==> config.mk <==
export PLATFORM = sky130hd
export DESIGN_NAME = shannon_entropy_of_counts_core
export DESIGN_NICKNAME = d
export VERILOG_FILES = /design/src/rtl/seoc_pkg.sv /design/src/rtl/seoc_front.sv /design/src/rtl/seoc_queue.sv /design/src/rtl/seoc_back.sv /design/src/rtl/seoc_div.sv /design/src/rtl/shannon_entropy_of_counts_core.sv
export VERILOG_INCLUDE_DIRS = /design/src /design/src/rtl
export SDC_FILE = /design/constraint.sdc
export NUM_CORES = 2
export LEC_CHECK = 0
export BUFFER_PORTS_ARGS = -buffer_cell sky130_fd_sc_hd__buf_4
export CORE_AREA = 3 3 336 338
export DETAILED_ROUTE_END_ITERATION = 12
export DIE_AREA = 0 0 339 341
export HOLD_SLACK_MARGIN = 0.03
export PLACE_DENSITY = 0.82
export SLEW_MARGIN = 40
export SYNTH_ARGS = -nofsm -noshare
export SYNTH_HDL_FRONTEND = slang
export SYNTH_SLANG_ARGS = --single-unit
==> constraint.sdc <==
create_clock -name clk_i -period 12.69 [get_ports clk_i]
set_clock_uncertainty 0.15 [all_clocks]
set_input_delay 0.6345 -clock clk_i [delete_from_list [all_inputs] [get_ports clk_i]]
set_output_delay 0.6345 -clock clk_i [all_outputs]
set_load 0.01 [all_outputs]
==> src/rtl/shannon_entropy_of_counts_core_assert.svh <==
// ----------------------------------------------------------------------------
// Assertion macros for the Shannon entropy core
// Concurrent checks that compile away when SYNTHESIS is defined.
// ----------------------------------------------------------------------------
`ifndef SHANNON_ENTROPY_OF_COUNTS_CORE_ASSERT_SVH
`define SHANNON_ENTROPY_OF_COUNTS_CORE_ASSERT_SVH

`ifndef SYNTHESIS

// General property, checked at every clock edge out of reset
`define SEOC_ASSERT(lbl, clk, rstn, prop, msg) \
  lbl: assert property (@(posedge clk) disable iff (!(rstn)) (prop)) else $error(msg);

// Condition that must never hold out of reset
`define SEOC_NEVER(lbl, clk, rstn, cond, msg) \
  lbl: assert property (@(posedge clk) disable iff (!(rstn)) !(cond)) else $error(msg);

`else

`define SEOC_ASSERT(lbl, clk, rstn, prop, msg)
`define SEOC_NEVER(lbl, clk, rstn, cond, msg)

`endif

`endif

==> src/rtl/seoc_pkg.sv <==
// ----------------------------------------------------------------------------
// seoc_pkg
// Types and fixed constants shared by the Shannon entropy core.
// ----------------------------------------------------------------------------
package seoc_pkg;

  localparam int CNT_W          = 32;  // count and total port width
  localparam int LOG_W          = 22;  // Q.16 logarithm, leading-one position above
  localparam int FRAC_BITS      = 16;
  localparam int LOG_EXTRA_BITS = 40;  // bits found by squaring before rounding
  localparam int TERM_W         = CNT_W + LOG_W;
  localparam int ACC_W          = 64;
  localparam int ENT_W          = 22;
  localparam logic [ENT_W-1:0] ENTROPY_MAX = '1;

  localparam int QUEUE_DEPTH = 4;      // power of two
  localparam int QPTR_W      = $clog2(QUEUE_DEPTH);
  localparam int QCNT_W      = $clog2(QUEUE_DEPTH + 1);

  typedef enum logic [1:0] {
    ENT_TERM,
    ENT_SKIP,
    ENT_TOTAL
  } ent_kind_e;

  typedef struct packed {
    logic [CNT_W-1:0] count;
    logic             last;
  } in_t;

  typedef struct packed {
    logic [ENT_W-1:0] entropy;
    logic             count_over_total;
    logic             sum_saturated;
  } out_t;

  // Classified work between the front and the back
  typedef struct packed {
    ent_kind_e        kind;
    logic             last;
    logic             over;
    logic [CNT_W-1:0] value;
    logic [LOG_W-1:0] log;
  } ent_t;

  typedef struct packed {
    logic push;
    ent_t ent;
  } q_wr_t;

  typedef struct packed {
    logic             start;
    logic [ACC_W-1:0] dividend;
    logic [CNT_W-1:0] divisor;
    logic             over;
    logic             sat;
  } div_cmd_t;

endpackage

==> src/rtl/seoc_front.sv <==
// ----------------------------------------------------------------------------
// seoc_front
// Accepts counts and total writes, classifies them and computes their Q.16
// logarithm in four stages: capture, leading-one search, normalise, table.
// ----------------------------------------------------------------------------
module seoc_front #(
  parameter int COUNT_WIDTH    = 32,
  parameter int LOG_TABLE_BITS = 10
) (
  input  logic                         clk_i,
  input  logic                         rst_ni,
  input  logic                         push_i,
  input  seoc_pkg::in_t                in_item_i,
  output logic                         full_o,
  input  logic                         cfg_valid_i,
  output logic                         cfg_ready_o,
  input  logic [seoc_pkg::CNT_W-1:0]   cfg_data_i,
  input  logic                         q_full_i,
  output seoc_pkg::q_wr_t              q_wr_o
);

  localparam int CntW      = (COUNT_WIDTH < seoc_pkg::CNT_W) ? COUNT_WIDTH : seoc_pkg::CNT_W;
  localparam int PosW      = $clog2(CntW);
  localparam int TableSize = 2 ** LOG_TABLE_BITS;
  localparam int RomW      = seoc_pkg::FRAC_BITS;
  localparam int ExtraW    = seoc_pkg::LOG_EXTRA_BITS;

  // Word k is round(2^16 * log2(1 + k / TableSize)), by repeated squaring
  function automatic logic [TableSize*RomW-1:0] build_rom();
    logic [TableSize*RomW-1:0] rom;
    logic [63:0]               m;
    logic [127:0]              prod;
    logic [ExtraW:0]           bits;
    rom = '0;
    for (int k = 0; k < TableSize; k++) begin
      m    = 64'(TableSize + k) << (63 - LOG_TABLE_BITS);
      bits = '0;
      for (int i = 0; i < ExtraW; i++) begin
        prod = {64'd0, m} * {64'd0, m};
        bits = bits << 1;
        if (prod[127]) begin
          bits[0] = 1'b1;
          m       = prod[127:64];
        end else begin
          m = prod[126:63];
        end
      end
      bits = bits + ((ExtraW + 1)'(1) << (ExtraW - RomW - 1));
      rom[k*RomW +: RomW] = bits[ExtraW-1 -: RomW];
    end
    return rom;
  endfunction

  localparam logic [TableSize*RomW-1:0] LogRom = build_rom();

  typedef struct packed {
    seoc_pkg::ent_kind_e       kind;
    logic                      last;
    logic                      over;
    logic                      zero;
    logic [CntW-1:0]           val;
    logic [PosW-1:0]           pos;
    logic [LOG_TABLE_BITS-1:0] idx;
  } stage_t;

  logic                      front_en;
  logic                      in_acc;
  logic                      cfg_acc;
  logic [CntW-1:0]           total_q;
  logic [CntW-1:0]           in_val;
  logic                      s1_valid_q, s2_valid_q, s3_valid_q, s4_valid_q;
  stage_t                    s1_d, s1_q, s2_d, s2_q, s3_d, s3_q, s4_q;
  logic [PosW-1:0]           lead;
  logic [PosW-1:0]           shift_amt;
  logic [CntW-1:0]           norm;
  logic [CntW+LOG_TABLE_BITS-1:0] ext;
  logic [RomW-1:0]           rom_q;

  // The whole pipe holds while its last stage cannot hand over
  assign front_en    = !s4_valid_q || !q_full_i;
  assign cfg_ready_o = front_en;
  assign full_o      = !front_en || cfg_valid_i;
  assign in_acc      = push_i && !full_o;
  assign cfg_acc     = cfg_valid_i && cfg_ready_o;
  assign in_val      = in_item_i.count[CntW-1:0];

  always_comb begin
    s1_d = '0;
    if (cfg_acc) begin
      s1_d.kind = seoc_pkg::ENT_TOTAL;
      s1_d.val  = cfg_data_i[CntW-1:0];
    end else begin
      s1_d.val  = in_val;
      s1_d.last = in_item_i.last;
      priority if (in_val == '0) begin
        s1_d.kind = seoc_pkg::ENT_SKIP;
      end else if (in_val > total_q) begin
        s1_d.kind = seoc_pkg::ENT_SKIP;
        s1_d.over = 1'b1;
      end else begin
        s1_d.kind = seoc_pkg::ENT_TERM;
      end
    end
  end

  always_comb begin
    lead = '0;
    for (int i = 0; i < CntW; i++) begin
      if (s1_q.val[i]) begin
        lead = PosW'(i);
      end
    end
    s2_d      = s1_q;
    s2_d.pos  = lead;
    s2_d.zero = (s1_q.val == '0);
  end

  // Bring the leading one to the top; the table index is the bits below it
  always_comb begin
    shift_amt = PosW'(CntW - 1) - s2_q.pos;
    norm      = s2_q.val << shift_amt;
    ext       = {norm, {LOG_TABLE_BITS{1'b0}}};
    s3_d      = s2_q;
    s3_d.idx  = ext[CntW+LOG_TABLE_BITS-2 -: LOG_TABLE_BITS];
  end

  always_ff @(posedge clk_i or negedge rst_ni) begin
    if (!rst_ni) begin
      s1_valid_q <= 1'b0;
      s2_valid_q <= 1'b0;
      s3_valid_q <= 1'b0;
      s4_valid_q <= 1'b0;
      total_q    <= '0;
    end else begin
      if (cfg_acc) begin
        total_q <= cfg_data_i[CntW-1:0];
      end
      if (front_en) begin
        s1_valid_q <= in_acc || cfg_acc;
        s2_valid_q <= s1_valid_q;
        s3_valid_q <= s2_valid_q;
        s4_valid_q <= s3_valid_q;
      end
    end
  end

  always_ff @(posedge clk_i) begin
    if (front_en) begin
      s1_q  <= s1_d;
      s2_q  <= s2_d;
      s3_q  <= s3_d;
      s4_q  <= s3_q;
      rom_q <= LogRom[s3_q.idx*RomW +: RomW];
    end
  end

  always_comb begin
    q_wr_o           = '0;
    q_wr_o.push      = s4_valid_q && !q_full_i;
    q_wr_o.ent.kind  = s4_q.kind;
    q_wr_o.ent.last  = s4_q.last;
    q_wr_o.ent.over  = s4_q.over;
    q_wr_o.ent.value = seoc_pkg::CNT_W'(s4_q.val);
    q_wr_o.ent.log   = s4_q.zero ? '0 : seoc_pkg::LOG_W'({s4_q.pos, rom_q});
  end

endmodule

==> src/rtl/seoc_queue.sv <==
// ----------------------------------------------------------------------------
// seoc_queue
// Short first-in first-out queue of classified entries between front and back.
// ----------------------------------------------------------------------------
module seoc_queue (
  input  logic            clk_i,
  input  logic            rst_ni,
  input  seoc_pkg::q_wr_t wr_i,
  output logic            full_o,
  output logic            rd_valid_o,
  output seoc_pkg::ent_t  rd_ent_o,
  input  logic            pop_i
);

  seoc_pkg::ent_t                 slots_q [seoc_pkg::QUEUE_DEPTH];
  logic [seoc_pkg::QPTR_W-1:0]    wr_ptr_q, rd_ptr_q;
  logic [seoc_pkg::QCNT_W-1:0]    fill_q;
  logic                           push_ok, pop_ok;

  assign full_o     = (fill_q == seoc_pkg::QCNT_W'(seoc_pkg::QUEUE_DEPTH));
  assign rd_valid_o = (fill_q != '0);
  assign rd_ent_o   = slots_q[rd_ptr_q];
  assign push_ok    = wr_i.push && !full_o;
  assign pop_ok     = pop_i && rd_valid_o;

  always_ff @(posedge clk_i or negedge rst_ni) begin
    if (!rst_ni) begin
      wr_ptr_q <= '0;
      rd_ptr_q <= '0;
      fill_q   <= '0;
    end else begin
      if (push_ok) begin
        wr_ptr_q <= wr_ptr_q + 1'b1;
      end
      if (pop_ok) begin
        rd_ptr_q <= rd_ptr_q + 1'b1;
      end
      priority if (push_ok && !pop_ok) begin
        fill_q <= fill_q + 1'b1;
      end else if (pop_ok && !push_ok) begin
        fill_q <= fill_q - 1'b1;
      end
    end
  end

  always_ff @(posedge clk_i) begin
    if (push_ok) begin
      slots_q[wr_ptr_q] <= wr_i.ent;
    end
  end

endmodule

==> src/rtl/seoc_back.sv <==
// ----------------------------------------------------------------------------
// seoc_back
// Multiplies each count by its log difference and adds the term to a
// saturating accumulator; hands the sum of a finished table to the divider.
// ----------------------------------------------------------------------------
module seoc_back (
  input  logic                clk_i,
  input  logic                rst_ni,
  input  logic                rd_valid_i,
  input  seoc_pkg::ent_t      rd_ent_i,
  output logic                pop_o,
  input  logic                div_busy_i,
  output seoc_pkg::div_cmd_t  div_cmd_o
);

  typedef struct packed {
    seoc_pkg::ent_kind_e               kind;
    logic                              last;
    logic                              over;
    logic [seoc_pkg::CNT_W-1:0]        value;
    logic [seoc_pkg::TERM_W-1:0]       term;
  } mul_t;

  logic                         m_valid_q;
  mul_t                         m_q, m_d;
  logic                         m_consume, m_ready;
  logic [seoc_pkg::LOG_W-1:0]   log_total_q;
  logic [seoc_pkg::LOG_W-1:0]   diff;
  logic [seoc_pkg::TERM_W-1:0]  prod;
  logic [seoc_pkg::CNT_W-1:0]   total_q, total_d;
  logic [seoc_pkg::ACC_W-1:0]   acc_q, acc_d;
  logic [seoc_pkg::ACC_W:0]     sum;
  logic                         sat_q, sat_d, over_q, over_d;

  // A table end waits in the multiply stage until the divider is free
  assign m_consume = m_valid_q && !(m_q.last && div_busy_i);
  assign m_ready   = !m_valid_q || m_consume;
  assign pop_o     = rd_valid_i && m_ready;

  always_comb begin
    diff = (log_total_q > rd_ent_i.log) ? (log_total_q - rd_ent_i.log) : '0;
    prod = rd_ent_i.value * diff;
    m_d       = '0;
    m_d.kind  = rd_ent_i.kind;
    m_d.last  = rd_ent_i.last;
    m_d.over  = rd_ent_i.over;
    m_d.value = rd_ent_i.value;
    m_d.term  = (rd_ent_i.kind == seoc_pkg::ENT_TERM) ? prod : '0;
  end

  always_comb begin
    acc_d   = acc_q;
    sat_d   = sat_q;
    over_d  = over_q;
    total_d = total_q;
    sum     = {1'b0, acc_q} + (seoc_pkg::ACC_W + 1)'(m_q.term);
    unique case (m_q.kind)
      seoc_pkg::ENT_TERM: begin
        if (sum[seoc_pkg::ACC_W]) begin
          acc_d = '1;
          sat_d = 1'b1;
        end else begin
          acc_d = sum[seoc_pkg::ACC_W-1:0];
        end
      end
      seoc_pkg::ENT_SKIP: begin
        over_d = over_q | m_q.over;
      end
      seoc_pkg::ENT_TOTAL: begin
        total_d = m_q.value;
      end
      default: begin
      end
    endcase
  end

  always_comb begin
    div_cmd_o.start    = m_consume && m_q.last;
    div_cmd_o.dividend = acc_d;
    div_cmd_o.divisor  = total_q;
    div_cmd_o.over     = over_d;
    div_cmd_o.sat      = sat_d;
  end

  always_ff @(posedge clk_i or negedge rst_ni) begin
    if (!rst_ni) begin
      m_valid_q   <= 1'b0;
      log_total_q <= '0;
      total_q     <= '0;
      acc_q       <= '0;
      sat_q       <= 1'b0;
      over_q      <= 1'b0;
    end else begin
      if (m_ready) begin
        m_valid_q <= pop_o;
      end
      // The log of the total is needed by the very next entry's multiply
      if (pop_o && rd_ent_i.kind == seoc_pkg::ENT_TOTAL) begin
        log_total_q <= rd_ent_i.log;
      end
      if (m_consume) begin
        total_q <= total_d;
        if (m_q.last) begin
          acc_q  <= '0;
          sat_q  <= 1'b0;
          over_q <= 1'b0;
        end else begin
          acc_q  <= acc_d;
          sat_q  <= sat_d;
          over_q <= over_d;
        end
      end
    end
  end

  always_ff @(posedge clk_i) begin
    if (pop_o) begin
      m_q <= m_d;
    end
  end

endmodule

==> src/rtl/seoc_div.sv <==
// ----------------------------------------------------------------------------
// seoc_div
// Restoring divider, one quotient bit per cycle, clamping to the entropy
// range; holds the finished result until it is taken.
// ----------------------------------------------------------------------------
module seoc_div (
  input  logic               clk_i,
  input  logic               rst_ni,
  input  seoc_pkg::div_cmd_t cmd_i,
  output logic               busy_o,
  output logic               res_valid_o,
  output seoc_pkg::out_t     res_o,
  input  logic               pop_i
);

  localparam int CntW = $clog2(seoc_pkg::ACC_W);

  localparam logic [1:0] StIdle = 2'd0;
  localparam logic [1:0] StRun  = 2'd1;
  localparam logic [1:0] StDone = 2'd2;

  logic [1:0]                   state_q, state_d;
  logic [CntW-1:0]              cnt_q, cnt_d;
  logic [seoc_pkg::ACC_W-1:0]   dvd_q, dvd_d;
  logic [seoc_pkg::CNT_W-1:0]   dsr_q, dsr_d;
  logic [seoc_pkg::CNT_W-1:0]   rem_q, rem_d;
  logic [seoc_pkg::ENT_W-1:0]   quo_q, quo_d;
  logic                         ovf_q, ovf_d;
  logic                         over_q, over_d, sat_q, sat_d;
  logic [seoc_pkg::CNT_W:0]     rem_sh, rem_sub;
  logic                         ge;

  assign rem_sh  = {rem_q, dvd_q[seoc_pkg::ACC_W-1]};
  assign rem_sub = rem_sh - {1'b0, dsr_q};
  assign ge      = (rem_sh >= {1'b0, dsr_q});

  always_comb begin
    state_d = state_q;
    cnt_d   = cnt_q;
    dvd_d   = dvd_q;
    dsr_d   = dsr_q;
    rem_d   = rem_q;
    quo_d   = quo_q;
    ovf_d   = ovf_q;
    over_d  = over_q;
    sat_d   = sat_q;
    unique case (state_q)
      StIdle: begin
        if (cmd_i.start) begin
          dvd_d  = cmd_i.dividend;
          dsr_d  = cmd_i.divisor;
          over_d = cmd_i.over;
          sat_d  = cmd_i.sat;
          rem_d  = '0;
          quo_d  = '0;
          ovf_d  = 1'b0;
          cnt_d  = '0;
          // A zero total gives zero entropy straight away
          state_d = (cmd_i.divisor == '0) ? StDone : StRun;
        end
      end
      StRun: begin
        rem_d = ge ? rem_sub[seoc_pkg::CNT_W-1:0] : rem_sh[seoc_pkg::CNT_W-1:0];
        dvd_d = dvd_q << 1;
        quo_d = {quo_q[seoc_pkg::ENT_W-2:0], ge};
        // Any quotient bit leaving the top means the result is out of range
        ovf_d = ovf_q | quo_q[seoc_pkg::ENT_W-1];
        cnt_d = cnt_q + 1'b1;
        if (cnt_q == CntW'(seoc_pkg::ACC_W - 1)) begin
          state_d = StDone;
        end
      end
      StDone: begin
        if (pop_i) begin
          state_d = StIdle;
        end
      end
      default: begin
        state_d = StIdle;
      end
    endcase
  end

  always_ff @(posedge clk_i or negedge rst_ni) begin
    if (!rst_ni) begin
      state_q <= StIdle;
      cnt_q   <= '0;
    end else begin
      state_q <= state_d;
      cnt_q   <= cnt_d;
    end
  end

  always_ff @(posedge clk_i) begin
    dvd_q  <= dvd_d;
    dsr_q  <= dsr_d;
    rem_q  <= rem_d;
    quo_q  <= quo_d;
    ovf_q  <= ovf_d;
    over_q <= over_d;
    sat_q  <= sat_d;
  end

  assign busy_o      = (state_q != StIdle);
  assign res_valid_o = (state_q == StDone);

  always_comb begin
    res_o.entropy          = ovf_q ? seoc_pkg::ENTROPY_MAX : quo_q;
    res_o.count_over_total = over_q;
    res_o.sum_saturated    = sat_q | ovf_q;
  end

endmodule

==> src/rtl/shannon_entropy_of_counts_core.sv <==
// ----------------------------------------------------------------------------
// shannon_entropy_of_counts_core
// Shannon entropy in bits (Q.16) of a frequency table streamed one count at
// a time, against a configured total token count.
// ----------------------------------------------------------------------------
// Write the total token count N on the cfg channel while the core is idle;
// full is also high while a cfg write is offered. Push one count per cycle
// (push/full), with last set on the table's final count. One result per
// table comes out on the empty/pop side: entropy, over-total and saturation.
// Counts are taken one per cycle while full is low, through a four-stage
// log pipeline, a four-entry queue and a registered multiply stage. A
// bit-serial divider then forms the quotient (skipped, giving zero, when N
// is zero), and the divider takes no new table until the previous result
// has been taken. Counts of the next table keep flowing meanwhile; its
// last count waits in the multiply stage until the previous result has
// been taken.
// Reset clears the total, the accumulator and its flags; the divider's
// result flags are not reset. If the receiver does not pop, the result
// holds and the input side backs up through the queue until full rises.
// ----------------------------------------------------------------------------
`include "shannon_entropy_of_counts_core_assert.svh"

module shannon_entropy_of_counts_core #(
  parameter int COUNT_WIDTH    = 32,
  parameter int LOG_TABLE_BITS = 10
) (
  input  logic                        clk_i,
  input  logic                        rst_ni,
  input  logic                        push,
  output logic                        full,
  input  seoc_pkg::in_t               in_item_i,
  output logic                        empty,
  input  logic                        pop,
  output seoc_pkg::out_t              out_item_o,
  input  logic                        cfg_valid_i,
  output logic                        cfg_ready_o,
  input  logic [seoc_pkg::CNT_W-1:0]  cfg_data_i
);

  seoc_pkg::q_wr_t    q_wr;
  logic               q_full;
  logic               q_rd_valid;
  seoc_pkg::ent_t     q_rd_ent;
  logic               q_pop;
  seoc_pkg::div_cmd_t div_cmd;
  logic               div_busy;
  logic               res_valid;

  seoc_front #(
    .COUNT_WIDTH    (COUNT_WIDTH),
    .LOG_TABLE_BITS (LOG_TABLE_BITS)
  ) u_front (
    .clk_i       (clk_i),
    .rst_ni      (rst_ni),
    .push_i      (push),
    .in_item_i   (in_item_i),
    .full_o      (full),
    .cfg_valid_i (cfg_valid_i),
    .cfg_ready_o (cfg_ready_o),
    .cfg_data_i  (cfg_data_i),
    .q_full_i    (q_full),
    .q_wr_o      (q_wr)
  );

  seoc_queue u_queue (
    .clk_i      (clk_i),
    .rst_ni     (rst_ni),
    .wr_i       (q_wr),
    .full_o     (q_full),
    .rd_valid_o (q_rd_valid),
    .rd_ent_o   (q_rd_ent),
    .pop_i      (q_pop)
  );

  seoc_back u_back (
    .clk_i      (clk_i),
    .rst_ni     (rst_ni),
    .rd_valid_i (q_rd_valid),
    .rd_ent_i   (q_rd_ent),
    .pop_o      (q_pop),
    .div_busy_i (div_busy),
    .div_cmd_o  (div_cmd)
  );

  seoc_div u_div (
    .clk_i       (clk_i),
    .rst_ni      (rst_ni),
    .cmd_i       (div_cmd),
    .busy_o      (div_busy),
    .res_valid_o (res_valid),
    .res_o       (out_item_o),
    .pop_i       (pop)
  );

  assign empty = !res_valid;

  `SEOC_NEVER(a_queue_overrun, clk_i, rst_ni, q_wr.push && q_full, "transfer into a full queue")
  `SEOC_NEVER(a_div_start_busy, clk_i, rst_ni, div_cmd.start && div_busy, "divider restarted while busy")
  `SEOC_ASSERT(a_div_no_early_result, clk_i, rst_ni, (div_cmd.start && div_cmd.divisor != '0) |=> empty, "result shown before the division ran")

endmodule
==> results.toml <==
[die]
start_util = 0.649
ios = 97
row_count = 122
core_sq_um = 110000
die_w_um = 339
dieArea_sq_um = 116000
die_y_um = 341

[synthesis]
syn-mean-instance-area_sq_um = 9.46
ys_top_cells_by_area = "edfxtp_1, fa_1, dfrtp_1, ha_1, nand2_1"
ys_ff_latch = 830
async_flop_share = 0.206
seq_area_frac_synth = 0.336
synth_warnings = 0
synth_top_area_frac = 0.276
synth_edf_count = 659
yosys.area.top_type = "edfxtp_1"
syn_inst = 7565
netlist_area_sq_um = 71600
synth_ff_type = "edfxtp_1"
syn_nets = 8572
synth.distinct_cells = 103

[worst_setup_path]
crit_buf_inv = 4
max_stage_delay_ns = 0.76
path_class = "register to register"
worst_setup_path_start_kind = "register"
crit_top_cell = "fa_1"
required_ns = 12.95
endpoint_kind = "register"
critPathTopFamily = "adder cells"
crit_fanout = 24
ff2ff_path_depth = 35
reg2reg_setup_slack_ns = 0.96
cp_data_arrival_time_ns = 11.99
r2r_end = "u_back.m_q[50]"
crit_slowest_cell = "and2_1"
reg2reg_from = "u_queue.rd_ptr_q[0]"

[grt]
grt_usage = 0.451
grt_pass1_vias = 62479
antenna_found_initial = 10
grt_max_degree = 155
grt-ovfl-total = 0
grt_pass1_wl_mm = 391

[clock_tree]
h-tree-depth = 3
clk_latency_ns = 0.68
cts_max_path_buffers = 3
cts_sinks = 830
post_cts_buffers = 0
root_buffer = "clkbuf_16"
path_clk_slew_ns = 0.06
tritoncts = "built"
cts_buffers = 85

[timing]
maxSlewHeadroom = 0.313
timing_hold_violations_final = 0
fmax_ghz = 0.0853
drv_slew = 0
setup_viol = 0
min_period_ns = 11.73
fin_setup_tns_ns = 0
rsz0062_at_grt = "no"
worst_pin_slew_ns = 1.03
finalCritPeriodShare = 0.924

[layout]
num-nets-final = 8455
fillCellCount = 8169
syn_to_final_growth_pct = 7.31
layout_common_cells = "nand2_1, inv_1, nor2_1"
layout.cells.most_common = "nand2_1"
layout-drive-gt1-share = 0.0943

[placement]
port_buffers = 96
dpl.hpwl_mm = 185
place_congestion = 1.09

[run_status]
status = "complete, no violations"

[worst_hold_path]
hp-class = "input pin to register"
min_to = "u_front.total_q[25]"
hold_path.startpoint = "cfg_data_i[25]"
min_path_cells = 3

[route]
dr.pass1.iters = 10
wl_mm = 263
drc = 0
ant_nets = 0
vias = 62682
viasPerCell = 6.96
wire_per_inst_um = 29.2
drtIter0Drc = 9231

[job]
maxCapViolations = 0
-- logic make-up after synthesis --
| kind of cell | after synthesis | synth area share |
|---|---|---|
| and+or+nand+nor | 2391 | 0.147 |
| AOI/OAI and AO/OA | 1770 | 0.155 |
| buffers and inverters | 1250 | 0.0693 |
| adders and majority gates | 937 | 0.227 |
| DFF | 830 | 0.336 |
| muxes | 240 | 0.0477 |
| xor gates and xnor gates | 147 | 0.0181 |
-- per-stage QoR --
stage / cells / worst slack, ns / utilization / hold slack, ns / instance area, sq um
3_5_place_dp: 8822 / 1.35 / 0.667 / 0.255 / 73600
5_1_grt: 9007 / 0.521 / 0.696 / 0.0649 / 76800
6_report: 9010 / 0.963 / 0.696 / 0.0671 / 76800
2_1_floorplan: 7565 / 2.11 / - / 0.189 / 71600
3_3_place_gp: 8820 / 1.57 / 0.666 / 0.251 / 73500
4_1_cts: 9007 / 1.16 / 0.696 / 0.0356 / 76800
-- state kept, by name, summed over array words and instances (netlist names), 3 cells and up --
register and count:
u_front.rom_q 16, u_queue.fill_q 3, u_front.q_wr_o 36, u_front.s2_q 42, u_back.acc_q 64, u_div.dvd_q 64
u_front.total_q 32, u_front.s4_q 6, u_front.s3_q 52, u_back.m_q 90, u_back.log_total_q 21, u_div.quo_q 22
u_div.rem_q 32, u_div.cnt_q 6, u_queue.slots_q 228, u_div.dsr_q 32, u_front.s1_q 36, u_back.total_q 32
-- layer usage --
layer,track usage,part of all wire
met4,0.327,0.091
met2,0.674,0.44
met3,0.135,0.13
met1,0.560,0.35
met5,0,0.00038
-- worst reg2reg max path: cells and delay by family, from the launching register on --
family                     cells  cell delay [ns]
DFF                            1             0.73
buffers and inverters          4             0.25
adders and majority gates     10             4.47
and+or+nand+nor                8             2.02
xor gates and xnor gates       1             0.15
AOI/OAI and AO/OA             11             3.04
muxes                          1             0.63
-- final cells by class --
class,count,area [sq um],area share
Multi-Input combinational cell,5485,42800,0.557
Sequential cell,830,24100,0.313
Inverter,747,2810,0.0366
Timing Repair Buffer,299,2440,0.0318
Clock buffer,109,2280,0.0296
Tap cell,1488,1860,0.0242
Clock inverter,49,578,0.00752
Antenna cell,3,7.51,0.0000977
-- Yosys cell counts, types with 75 or more instances --
library cell,n
nand2_1,991
inv_1,738
nor2_1,674
edfxtp_1,659
fa_1,601
o21ai_0,509
a21oi_1,463
ha_1,336
clkbuf_1,284
dfrtp_1,171
nand3_1,147
buf_2,143
nor3_1,139
a211oi_1,99
mux2_2,98
a21o_1,96
xnor2_1,85
and2_1,75
-- worst max path at each step --
stage / cells after the start / slack (ns) / endpoint / start
floorplan: 42 / 2.11 / u_back.m_q[50] / u_queue.rd_ptr_q[1]
global placement: 32 / 1.57 / u_back.m_q[50] / u_queue.rd_ptr_q[0]
detailed placement: 31 / 1.35 / u_back.m_q[50] / u_queue.rd_ptr_q[0]
CTS: 31 / 1.16 / u_back.m_q[50] / u_queue.rd_ptr_q[0]
global route: 37 / 0.52 / u_back.m_q[46] / u_queue.rd_ptr_q[0]
finish: 35 / 0.96 / u_back.m_q[50] / u_queue.rd_ptr_q[0]
-- repair_timing --
| item | in CTS | in global routing |
|---|---|---|
| hold buffers | 27 | 0 |
| gates resized for setup | 0 | 0 |
| hold endpoints to repair | 77 | 0 |
Power is left out: the tool's default activity adds up to more than one toggle a clock period on the data nets, which glitch-free logic cannot reach.
